**config.mk**
```make
export PLATFORM = sky130hd
export DESIGN_NAME = wpf_ctrl
export DESIGN_NICKNAME = d
export VERILOG_FILES = /design/src/wpf_pkg.sv /design/src/wpf_ctrl.sv
export SDC_FILE = /design/constraint.sdc
export NUM_CORES = 1
export LEC_CHECK = 0
export BUFFER_PORTS_ARGS = -buffer_cell sky130_fd_sc_hd__buf_2
export CORE_AREA = 2 2 39 41
export CTS_BUF_LIST = sky130_fd_sc_hd__clkbuf_8 sky130_fd_sc_hd__clkbuf_16
export DETAILED_ROUTE_END_ITERATION = 12
export DIE_AREA = 0 0 41 43
export PLACE_DENSITY = 0.68
export SLEW_MARGIN = 0
export SYNTH_ARGS = -nofsm -noshare
export SYNTH_HDL_FRONTEND = slang
export SYNTH_SLANG_ARGS = --single-unit
```
**constraint.sdc**
```tcl
create_clock -name clock -period 1.8 [get_ports clock]
set_clock_uncertainty 0.2 [all_clocks]
set_input_delay 0 -clock clock [delete_from_list [all_inputs] [get_ports clock]]
set_output_delay 0 -clock clock [all_outputs]
set_load 0.01 [all_outputs]
```
**src/wpf_pkg.sv**
```systemverilog
// shared types and constants for the waypoint follower
// no dependencies
package wpf_pkg;

   localparam int CFG_IDX_BITS = 3;
   localparam logic [CFG_IDX_BITS-1:0] REG_PWM_GAIN = 3'd0;
   localparam logic [CFG_IDX_BITS-1:0] REG_WP_COUNT = 3'd1;
   localparam logic [CFG_IDX_BITS-1:0] REG_RADIUS   = 3'd2;
   localparam logic [CFG_IDX_BITS-1:0] REG_DEADBAND = 3'd3;
   localparam logic [CFG_IDX_BITS-1:0] REG_FWD_LIM  = 3'd4;
   localparam logic [CFG_IDX_BITS-1:0] REG_YAW_LIM  = 3'd5;

   localparam int PWM_BITS = 11;
   localparam logic [PWM_BITS-1:0] PWM_NEUTRAL = 11'd1500;
   localparam logic [PWM_BITS-1:0] PWM_MIN     = 11'd1100;
   localparam logic [PWM_BITS-1:0] PWM_MAX     = 11'd1900;
   localparam int CORDIC_STEPS = 16;
   localparam int STEP_BITS = 4;

   typedef enum logic [2:0] {
      ST_IDLE, ST_READ, ST_SETUP, ST_ROTATE, ST_SCALE, ST_CMD, ST_PWM, ST_OUT
   } state_type;

   // controller to datapath commands
   typedef struct packed {
      logic load_req;
      logic read_wp;
      logic setup;
      logic rotate;
      logic scale;
      logic cmd;
      logic pwm;
      logic [STEP_BITS-1:0] step;
   } ctrl_type;

   // datapath to controller status
   typedef struct packed {
      logic is_load;
      logic is_done;
   } stat_type;

   // arctangent of 2^-i as a binary angle
   function automatic logic [15:0] atan_lut(input logic [STEP_BITS-1:0] i);
      logic [15:0] r;
      case (i)
         4'd0: r = 16'd8192;
         4'd1: r = 16'd4836;
         4'd2: r = 16'd2555;
         4'd3: r = 16'd1297;
         4'd4: r = 16'd651;
         4'd5: r = 16'd326;
         4'd6: r = 16'd163;
         4'd7: r = 16'd81;
         4'd8: r = 16'd41;
         4'd9: r = 16'd20;
         4'd10: r = 16'd10;
         4'd11: r = 16'd5;
         4'd12: r = 16'd3;
         4'd13: r = 16'd1;
         4'd14: r = 16'd1;
         default: r = 16'd0;
      endcase
      return r;
   endfunction

endpackage

```
**src/wpf_ctrl.sv**
```systemverilog
// sequencing state machine for the waypoint follower
// depends on wpf_pkg
module wpf_ctrl (
   input  logic              clock,
   input  logic              reset,
   input  logic              req_valid,
   output logic              req_stall,
   input  logic              rsp_stall,
   output logic              rsp_valid,
   input  wpf_pkg::stat_type stat,
   output wpf_pkg::ctrl_type ctrl
);

   wpf_pkg::state_type state_ff, state_in;
   logic [wpf_pkg::STEP_BITS-1:0] step_ff, step_in;

   // state register
   always_ff @(posedge clock) begin
      if (reset) begin
         state_ff <= wpf_pkg::ST_IDLE;
         step_ff  <= '0;
      end else begin
         state_ff <= state_in;
         step_ff  <= step_in;
      end
   end

   // next state and commands
   always_comb begin
      state_in  = state_ff;
      step_in   = step_ff;
      ctrl      = '0;
      ctrl.step = step_ff;
      req_stall = 1'b1;
      rsp_valid = 1'b0;
      case (state_ff)
         wpf_pkg::ST_IDLE: begin
            req_stall = 1'b0;
            if (req_valid) begin
               ctrl.load_req = 1'b1;
               state_in = wpf_pkg::ST_READ;
            end
         end
         wpf_pkg::ST_READ: begin
            if (stat.is_load) state_in = wpf_pkg::ST_IDLE;
            else begin
               ctrl.read_wp = 1'b1;
               state_in = stat.is_done ? wpf_pkg::ST_OUT : wpf_pkg::ST_SETUP;
            end
         end
         wpf_pkg::ST_SETUP: begin
            ctrl.setup = 1'b1;
            step_in = '0;
            state_in = wpf_pkg::ST_ROTATE;
         end
         wpf_pkg::ST_ROTATE: begin
            ctrl.rotate = 1'b1;
            step_in = step_ff + 1'b1;
            if (step_ff == wpf_pkg::STEP_BITS'(wpf_pkg::CORDIC_STEPS - 1))
               state_in = wpf_pkg::ST_SCALE;
         end
         wpf_pkg::ST_SCALE: begin
            ctrl.scale = 1'b1;
            state_in = wpf_pkg::ST_CMD;
         end
         wpf_pkg::ST_CMD: begin
            ctrl.cmd = 1'b1;
            state_in = wpf_pkg::ST_PWM;
         end
         wpf_pkg::ST_PWM: begin
            ctrl.pwm = 1'b1;
            state_in = wpf_pkg::ST_OUT;
         end
         wpf_pkg::ST_OUT: begin
            rsp_valid = 1'b1;
            if (!rsp_stall) state_in = wpf_pkg::ST_IDLE;
         end
         default: state_in = wpf_pkg::ST_IDLE;
      endcase
   end

   // a result is offered only after a pose request
   a_out_from_pwm: assert property (@(posedge clock) disable iff (reset)
      state_ff == wpf_pkg::ST_OUT && !$past(state_ff == wpf_pkg::ST_OUT) |->
      $past(state_ff == wpf_pkg::ST_PWM) || $past(state_ff == wpf_pkg::ST_READ))
      else $error("result without computation");
   // rotation always runs all steps
   a_rot_len: assert property (@(posedge clock) disable iff (reset)
      state_ff == wpf_pkg::ST_SCALE |-> $past(step_ff) ==
      wpf_pkg::STEP_BITS'(wpf_pkg::CORDIC_STEPS - 1))
      else $error("short rotation");
   // no request taken while busy
   a_busy: assert property (@(posedge clock) disable iff (reset)
      state_ff != wpf_pkg::ST_IDLE |-> req_stall)
      else $error("request taken while busy");

endmodule

```
==> results by group, run 1 <==
CTS
  • Cts bufs inserted: 3
  • CTS tree: done
  • Post-CTS resize count: 0
  • Worst skew pair latency: 0.23 ns
  • Clock sinks: 7
  • H-tree depth: 1
  • Clk slew on worst S/H paths: 0.04 ns
  • Maximum root-to-sink buffer count: 2
  • Post-CTS setup buffers: 0
  • Clk root buf: clkbuf_8

Pwr
  • Power Internal: 0.0003475 W
  • Sequential power share: 0.376
  • Peak supply drop: 612.1 uV
  • Psw: 0.0001264 W
  • Sw Ratio: 0.2668
  • Design Power: 0.0004739 W
  • Clock power share: 0.468
  • Pwr Density: 781.0 mW/mm2
  • Combinational power share: 0.157
  • LEAKAGE: 0.2828 nW

STA
  • RSZ-0062 raised after global routing: false
  • Fmax: 0.6329 GHz
  • Setup TNS: 0 ns
  • Fin crit share: 0.8778
  • Final setup fails: 0
  • Hold Vio Cnt, Final: 0
  • Minimum clock period: 1.580 ns
  • Fin. max-slew vios: 0
  • Worst slew margin relative to its limit: 0.7189
  • Worst-Margin Slew: 0.4211 ns

Finish
  • Post-route cell area: 606.8 um2
  • Layout area overhead: 43.49%
  • Most common cell after layout, fill and taps aside: buf_2
  • Utilization after layout: 0.4385
  • Layout cells sized above 1: 0.3467
  • Most frequent cells in the layout: buf_2 (18), dfxtp_1 (7), dlygate4sd3_1 (5)
  • Diode count: 0
  • Layout net count: 83

Worst setup path
  • R2R depth: 3
  • Cell chain of the critical path: nand2b_4 > or4_1 > a31oi_1
  • Crit path capture type: flop
  • Register-to-Register Setup Slack: 0.22 ns
  • R2r endpoint: step_ff[3]
  • Critical-path top delay cell: dfxtp_1
  • Kind of critical path: reg2reg
  • Delay of the slowest critical-path stage: 0.57 ns
  • Crit-path max FO: 13
  • Setup crit start kind: flop
  • Critical Path RT: 1.76 ns
  • R2r startpoint: state_ff[1]
  • CP arrival: 1.54 ns

GRT
  • Overall Global Routing Usage: 0.1319
  • First-pass GRT wire length: 1518 um
  • Number of global-route vias before repair: 376
  • Largest net degree at the start of global routing: 14
  • GRT overflow: 0
  • Initial antenna violation count: 0

Detailed routing
  • Antenna-violating nets left: 0
  • Wirelength per Cell: 11.16 um
  • WL final: 1016 um
  • First-pass DRT Iterations: 4
  • Drt first-iter violations: 22
  • Vias post-DR: 468
  • DR vias/cell: 5.143
  • DRC viols: 0

Worst hold path
  • Hold path startpoint: step_ff[1]
  • Hold path depth: 2
  • Hold Crit Class: reg2reg
  • Hold Crit Endpoint: step_ff[1]

Yosys
  • Post-Syn Instances: 51
  • Syn avg cell area: 8.292 um2
  • Synth warn: 0
  • Yosys reg bits: 7
  • Sequential area share after synthesis: 0.3314
  • Distinct cell type count after synthesis: 29
  • Synthesized Nets: 58
  • Cell Area, Synth: 422.9 um2

Run
  • Max cap viols: 0

Place
  • Placed inst area: 511.7 um2
  • Routability congestion estimate from global placement: 0.8220
  • Port buffer count: 18
  • Detailed Place HPWL: 748.3 um

Floorplanning
  • Die Y: 43 um
  • Die Area: 0.001763 mm2
  • Initial Util: 0.3056
  • Core Footprint: 0.001384 mm2
  • Row cnt: 14
  • Die width: 41 um
  • # IOs: 19

Status
  • Status: finished, final reports clean
synth_stat cells:
master    count  share of area
a211oi_2      1          0.030
nand3b_1      1          0.018
or3_1         1          0.015
ha_1          1          0.030
nand4_1       1          0.015
nor2b_1       2          0.030
nor2_1        3          0.027
o21ai_0       2          0.024
o21bai_1      1          0.018
dfxtp_1       7           0.33
a22o_1        1          0.021
buf_6         1          0.027
mux2i_1       1          0.024
a22oi_1       1          0.018
inv_4         1          0.015
nand2_1       4          0.035
a21oi_1       2          0.024
nor4_1        1          0.015
nand3_1       3          0.035
and3_2        1          0.018
inv_1         2          0.018
nand2b_4      1          0.033
nor3_1        2          0.024
and3_1        2          0.030
and3b_2       1          0.024
buf_2         2          0.024
a31oi_1       3          0.044
a211o_1       1          0.021
or4_1         1          0.018
through the flow:
stage          std cells  setup slack (ns)  hold slack [ns]
2_1_floorplan         51            0.3966          -0.1534
3_3_place_gp          82            0.2643          0.03320
3_5_place_dp          82            0.2458          0.03886
4_1_cts               91            0.2342           0.2918
5_1_grt               91            0.1531           0.3133
6_report              91            0.2200           0.2947
cell families (layout without fill, tap and decap cells):
group,count (synthesis),after routing,synth area share
AO/OA/AOI/OAI,12,12,0.1982
adder cells (fa/ha/maj),1,1,0.02958
buffers and inverters,6,30,0.08286
flip-flops,7,7,0.3314
multiplexers,1,1,0.02367
AND/OR/NAND/NOR,24,24,0.3343
repair_timing:
item,in CTS,in global routing
hold buffers,5,0
endpoints found under the setup margin,0,0
endpoints found under the hold margin,7,0
power by group through the flow:
stage	registers [W]	logic [W]	clock network, W
2_1_floorplan	0.000170	0.0000562	0
3_3_place_gp	0.000179	0.0000660	0
3_5_place_dp	0.000180	0.0000663	0
4_1_cts	0.000177	0.0000748	0.000230
5_1_grt	0.000180	0.0000815	0.000234
6_report	0.000178	0.0000742	0.000222
layout make-up:
cell class	instances	area [um2]
Clock buffer	3	41.29
Clock inverter	1	3.754
Fill cell	143	777.0
Inverter	3	13.76
Multi-Input combinational cell	38	247.7
Sequential cell	7	140.1
Tap cell	16	20.02
Timing Repair Buffer	23	140.1
worst max-delay path: cells and delay by family, from the launching register on:
kind            cells  cell delay [ns]
simple gates        2             0.58
flops               1             0.57
compound gates      1             0.16
layer usage:
metal  routed length, um  up-vias  global-route usage
li1                    -      238                   -
met1                 476      207              0.1688
met2                 440       21              0.1688
met3                  67        2             0.05236
met4                  31        0              0.1000
met5                   0        -                   0
worst max path at each step:
stage / slack, ns / from / to
after floorplan: 0.40 / state_ff[0] / state_ff[1]
after global placement: 0.26 / state_ff[1] / step_ff[3]
after detailed placement: 0.25 / state_ff[1] / step_ff[3]
after CTS: 0.23 / state_ff[1] / step_ff[3]
after global routing: 0.15 / state_ff[1] / step_ff[3]
final: 0.22 / state_ff[1] / step_ff[3]
flip-flops by register name, indices dropped and copies added (netlist names):
| signal | flops |
|---|---|
| step_ff | 4 |
| state_ff | 3 |
Note: power is estimated with default switching activity, not from simulation.
==> inputs of run 2 (changes only) <==
REMOVE_ABC_BUFFERS = 1   (was not set)
==> results by group, run 2 (synthesized netlist as in run 1, its figures left out) <==
STA
  • Final setup fails: 0
  • RSZ-0062 raised after global routing: false
  • Worst hold slack: 0.3043 ns
  • Minimum clock period: 1.576 ns
  • Fmax: 0.6346 GHz
  • Worst slew margin relative to its limit: 0.7530
  • Worst-Margin Slew: 0.3701 ns
  • Hold Vio Cnt, Final: 0
  • Fin crit share: 0.8754
  • Setup TNS: 0 ns
  • Fin. max-slew vios: 0

GRT
  • First-pass GRT wire length: 1531 um
  • Number of global-route vias before repair: 355
  • GRT overflow: 0
  • Largest net degree at the start of global routing: 12
  • Initial antenna violation count: 0
  • Overall Global Routing Usage: 0.1337

Worst hold path
  • Hold Crit Class: reg2reg

Floorplanning
  • Die width: 41 um
  • # IOs: 19
  • Row cnt: 14
  • Die Area: 0.001763 mm2
  • Initial Util: 0.3056
  • Core Footprint: 0.001384 mm2
  • Die Y: 43 um

Pwr
  • LEAKAGE: 0.2882 nW
  • Design Power: 0.0004749 W
  • Pwr Density: 773.1 mW/mm2
  • Peak supply drop: 589.5 uV

CTS
  • Cts bufs inserted: 3
  • CTS tree: done
  • Clock sinks: 7
  • Worst skew pair latency: 0.23 ns
  • H-tree depth: 1
  • Maximum root-to-sink buffer count: 2
  • Clk root buf: clkbuf_8
  • Post-CTS setup buffers: 0
  • Clk slew on worst S/H paths: 0.04 ns

Finish
  • Layout area overhead: 45.27%
  • Most frequent cells in the layout: buf_2 (18), dfxtp_1 (7), dlygate4sd3_1 (5)
  • Most common cell after layout, fill and taps aside: buf_2
  • Diode count: 0
  • Cell Count, Final, Fillers Out: 92
  • Most flops, register: step_ff
  • Largest regs: step_ff: 4 flops, state_ff: 3 flops
  • Max reg flops: 4
  • Utilization after layout: 0.4439
  • Fill cell count: 146
  • Layout cells sized above 1: 0.3553
  • Layout net count: 84

Place
  • Port buffer count: 18
  • Routability congestion estimate from global placement: 0.7776
  • Placed cells: 83
  • Detailed Place HPWL: 766.1 um

Worst setup path
  • Setup crit start kind: flop
  • CP arrival: 1.53 ns
  • Crit path capture type: flop
  • Kind of critical path: reg2reg
  • Crit-path max FO: 11
  • Critical Path RT: 1.76 ns

Detailed routing
  • First-pass DRT Iterations: 4
  • DR vias/cell: 5.196
  • Wirelength per Cell: 11.36 um
  • Antenna-violating nets left: 0
  • DRC viols: 0
  • WL final: 1045 um
  • Vias post-DR: 478
  • Drt first-iter violations: 7

Status
  • Status: finished, final reports clean

Run
  • Max cap viols: 0
## run 2: routing by layer
layer  routed length (um)  part of all wire  track usage  vias up
met3                   73             0.070      0.01571        4
met4                   42             0.040       0.1400        0
li1                     -                 -            -      237
met5                    0                 0            0        -
met2                  447              0.43       0.1594       21
met1                  481              0.46       0.1871      216
## run 2: final timing paths
kind	start	endpoint	slack, ns	depth (start not counted)
min reg2reg	step_ff[1]	step_ff[1]	0.30	2
min	step_ff[1]	step_ff[1]	0.30	2
max	state_ff[0]	step_ff[3]	0.22	3
max reg2reg	state_ff[0]	step_ff[3]	0.22	3
## run 2: repair_timing
item                                   4_1_cts  5_1_grt
hold buffers                                 5        0
resized for setup                            0        0
endpoints found under the hold margin        7        0
## run 2: cell type report
| class | instances | area (um2) | share of cell area |
|---|---|---|---|
| timing repair buffer | 24 | 147.6 | 0.2403 |
| inverter | 3 | 13.76 | 0.02240 |
| clock inverter | 1 | 3.754 | 0.006110 |
| tap | 16 | 20.02 | 0.03259 |
| sequential | 7 | 140.1 | 0.2281 |
| multi-input combinational | 38 | 247.7 | 0.4033 |
| clock buffer | 3 | 41.29 | 0.06721 |
## run 2: critical path, cell delays in order, from the launching register on
cell and delay [ns]:
dfxtp_1 0.53, inv_4 0.08, or4_1 0.52, a31oi_1 0.16
## run 2: stage by stage
stage	area, um2	setup WS [ns]
floorplan	401.6	0.3279
global placement	519.2	0.2600
detailed placement	519.2	0.2232
CTS	614.3	0.2318
global route	614.3	0.1643
finish	614.3	0.2243
## run 2: power by group
| part | switching, W | internal [W] | leakage [nW] | total (W) |
|---|---|---|---|---|
| clock | 0.0000719 | 0.000148 | 0.0269 | 0.000220 |
| sequential | 0.0000143 | 0.000162 | 0.0568 | 0.000176 |
| combinational | 0.0000394 | 0.0000397 | 0.204 | 0.0000791 |
| total | 0.000126 | 0.000349 | 0.288 | 0.000475 |
==> inputs of run 3 (changes only) <==
PLACE_DENSITY = 0.69   (was 0.68)
==> results by group, run 3 (synthesized netlist as in run 1, its figures left out) <==
Floorplanning
  • Die Area: 0.001763 mm2
  • # IOs: 19
  • Die Y: 43 um
  • Die width: 41 um
  • Core Footprint: 0.001384 mm2
  • Row cnt: 14
  • Initial Util: 0.3056

Detailed routing
  • Antenna-violating nets left: 0
  • Vias post-DR: 448
  • DR vias/cell: 4.923
  • WL final: 1120 um
  • Drt first-iter violations: 6
  • DRC viols: 0
  • Wirelength per Cell: 12.31 um
  • First-pass DRT Iterations: 4

Finish
  • Fill cell count: 141
  • Most frequent cells in the layout: buf_2 (18), dfxtp_1 (7), dlygate4sd3_1 (5)
  • Utilization after layout: 0.4385
  • Most flops, register: step_ff
  • Diode count: 0
  • Layout net count: 83
  • Largest regs: step_ff: 4 flops, state_ff: 3 flops
  • Most common cell after layout, fill and taps aside: buf_2
  • Max reg flops: 4
  • Layout area overhead: 43.49%
  • Layout cells sized above 1: 0.3467

STA
  • Worst-Margin Slew: 0.4263 ns
  • Fmax: 0.6139 GHz
  • Final setup fails: 0
  • Hold Vio Cnt, Final: 0
  • Worst hold slack: 0.2910 ns
  • Final setup margin: 0.1710 ns
  • Fin. max-slew vios: 0
  • RSZ-0062 raised after global routing: false
  • Minimum clock period: 1.629 ns
  • Setup TNS: 0 ns
  • Worst slew margin relative to its limit: 0.7154
  • Fin crit share: 0.9050

CTS
  • Clk slew on worst S/H paths: 0.05 ns
  • Clk root buf: clkbuf_8
  • Post-CTS setup buffers: 0
  • CTS tree: done
  • Maximum root-to-sink buffer count: 2
  • H-tree depth: 1
  • Clock sinks: 7
  • Worst skew pair latency: 0.23 ns
  • Cts bufs inserted: 3

Pwr
  • Design Power: 0.0004821 W
  • Peak supply drop: 412.9 uV
  • Pwr Density: 794.4 mW/mm2
  • LEAKAGE: 0.2828 nW

Place
  • Routability congestion estimate from global placement: 0.7629
  • Pre-CTS setup slack: 0.2078 ns
  • Detailed Place HPWL: 715 um
  • Port buffer count: 18

Worst setup path
  • Setup crit start kind: flop
  • Kind of critical path: reg2reg
  • CP arrival: 1.59 ns
  • Crit path capture type: flop
  • Critical Path RT: 1.76 ns
  • Register-to-Register Setup Slack: 0.17 ns
  • Crit-path max FO: 13

GRT
  • First-pass GRT wire length: 1759 um
  • Overall Global Routing Usage: 0.1489
  • Initial antenna violation count: 0
  • GRT overflow: 0
  • Largest net degree at the start of global routing: 14
  • Number of global-route vias before repair: 425

Worst hold path
  • Hold Crit Class: reg2reg

Run
  • Max cap viols: 0

Status
  • Status: finished, final reports clean
## run 3: changes by cell type in the layout (fill, tap and decap cells not counted)
cell / previous run / this run
buf_4: 1 / 0
## run 3: metal layers
| layer | track usage | vias to the layer above | part of all wire | wire length, um |
|---|---|---|---|---|
| met5 | 0 | - | 0 | 0 |
| met4 | 0.08000 | 0 | 0.0071 | 8 |
| met3 | 0.03665 | 2 | 0.061 | 68 |
| met2 | 0.2156 | 16 | 0.44 | 494 |
| met1 | 0.1942 | 194 | 0.49 | 549 |
| li1 | - | 236 | - | - |
## run 3: cell type report
class	instances	area, um2	area share
inverter	3	13.76	0.02268
sequential	7	140.1	0.2309
timing repair buffer	23	140.1	0.2309
clock inverter	1	3.754	0.006186
multi-input combinational	38	247.7	0.4082
clock buffer	3	41.29	0.06804
tap	16	20.02	0.03299
## run 3: report_power, final
group	switching (W)	total, W	internal [W]
sequential	0.0000167	0.000178	0.000162
clock	0.0000801	0.000229	0.000149
combinational	0.0000373	0.0000751	0.0000378
total	0.000134	0.000482	0.000348
## run 3: critical path: stages, from the launching register on
cell,delay (ns)
dfxtp_1,0.58
nand2b_4,0.12
or4_1,0.50
a31oi_1,0.17
## run 3: repair_timing
action	CTS	global route
endpoints found under the hold margin	7	0
resized for setup	0	0
hold buffers	5	0
## run 3: stage by stage
stage                     std cells  cell area (um2)
final                            91            606.8
after global placement           82            511.7
after detailed placement         82            511.7
after global routing             91            606.8
after CTS                        91            606.8
after floorplan                  48            401.6
## run 3: final timing paths
kind / from / endpoint / depth (start not counted)
setup / recovery: state_ff[1] / step_ff[3] / 3
hold / removal: step_ff[1] / step_ff[1] / 2
setup reg to reg: state_ff[1] / step_ff[3] / 3
hold reg to reg: step_ff[1] / step_ff[1] / 2
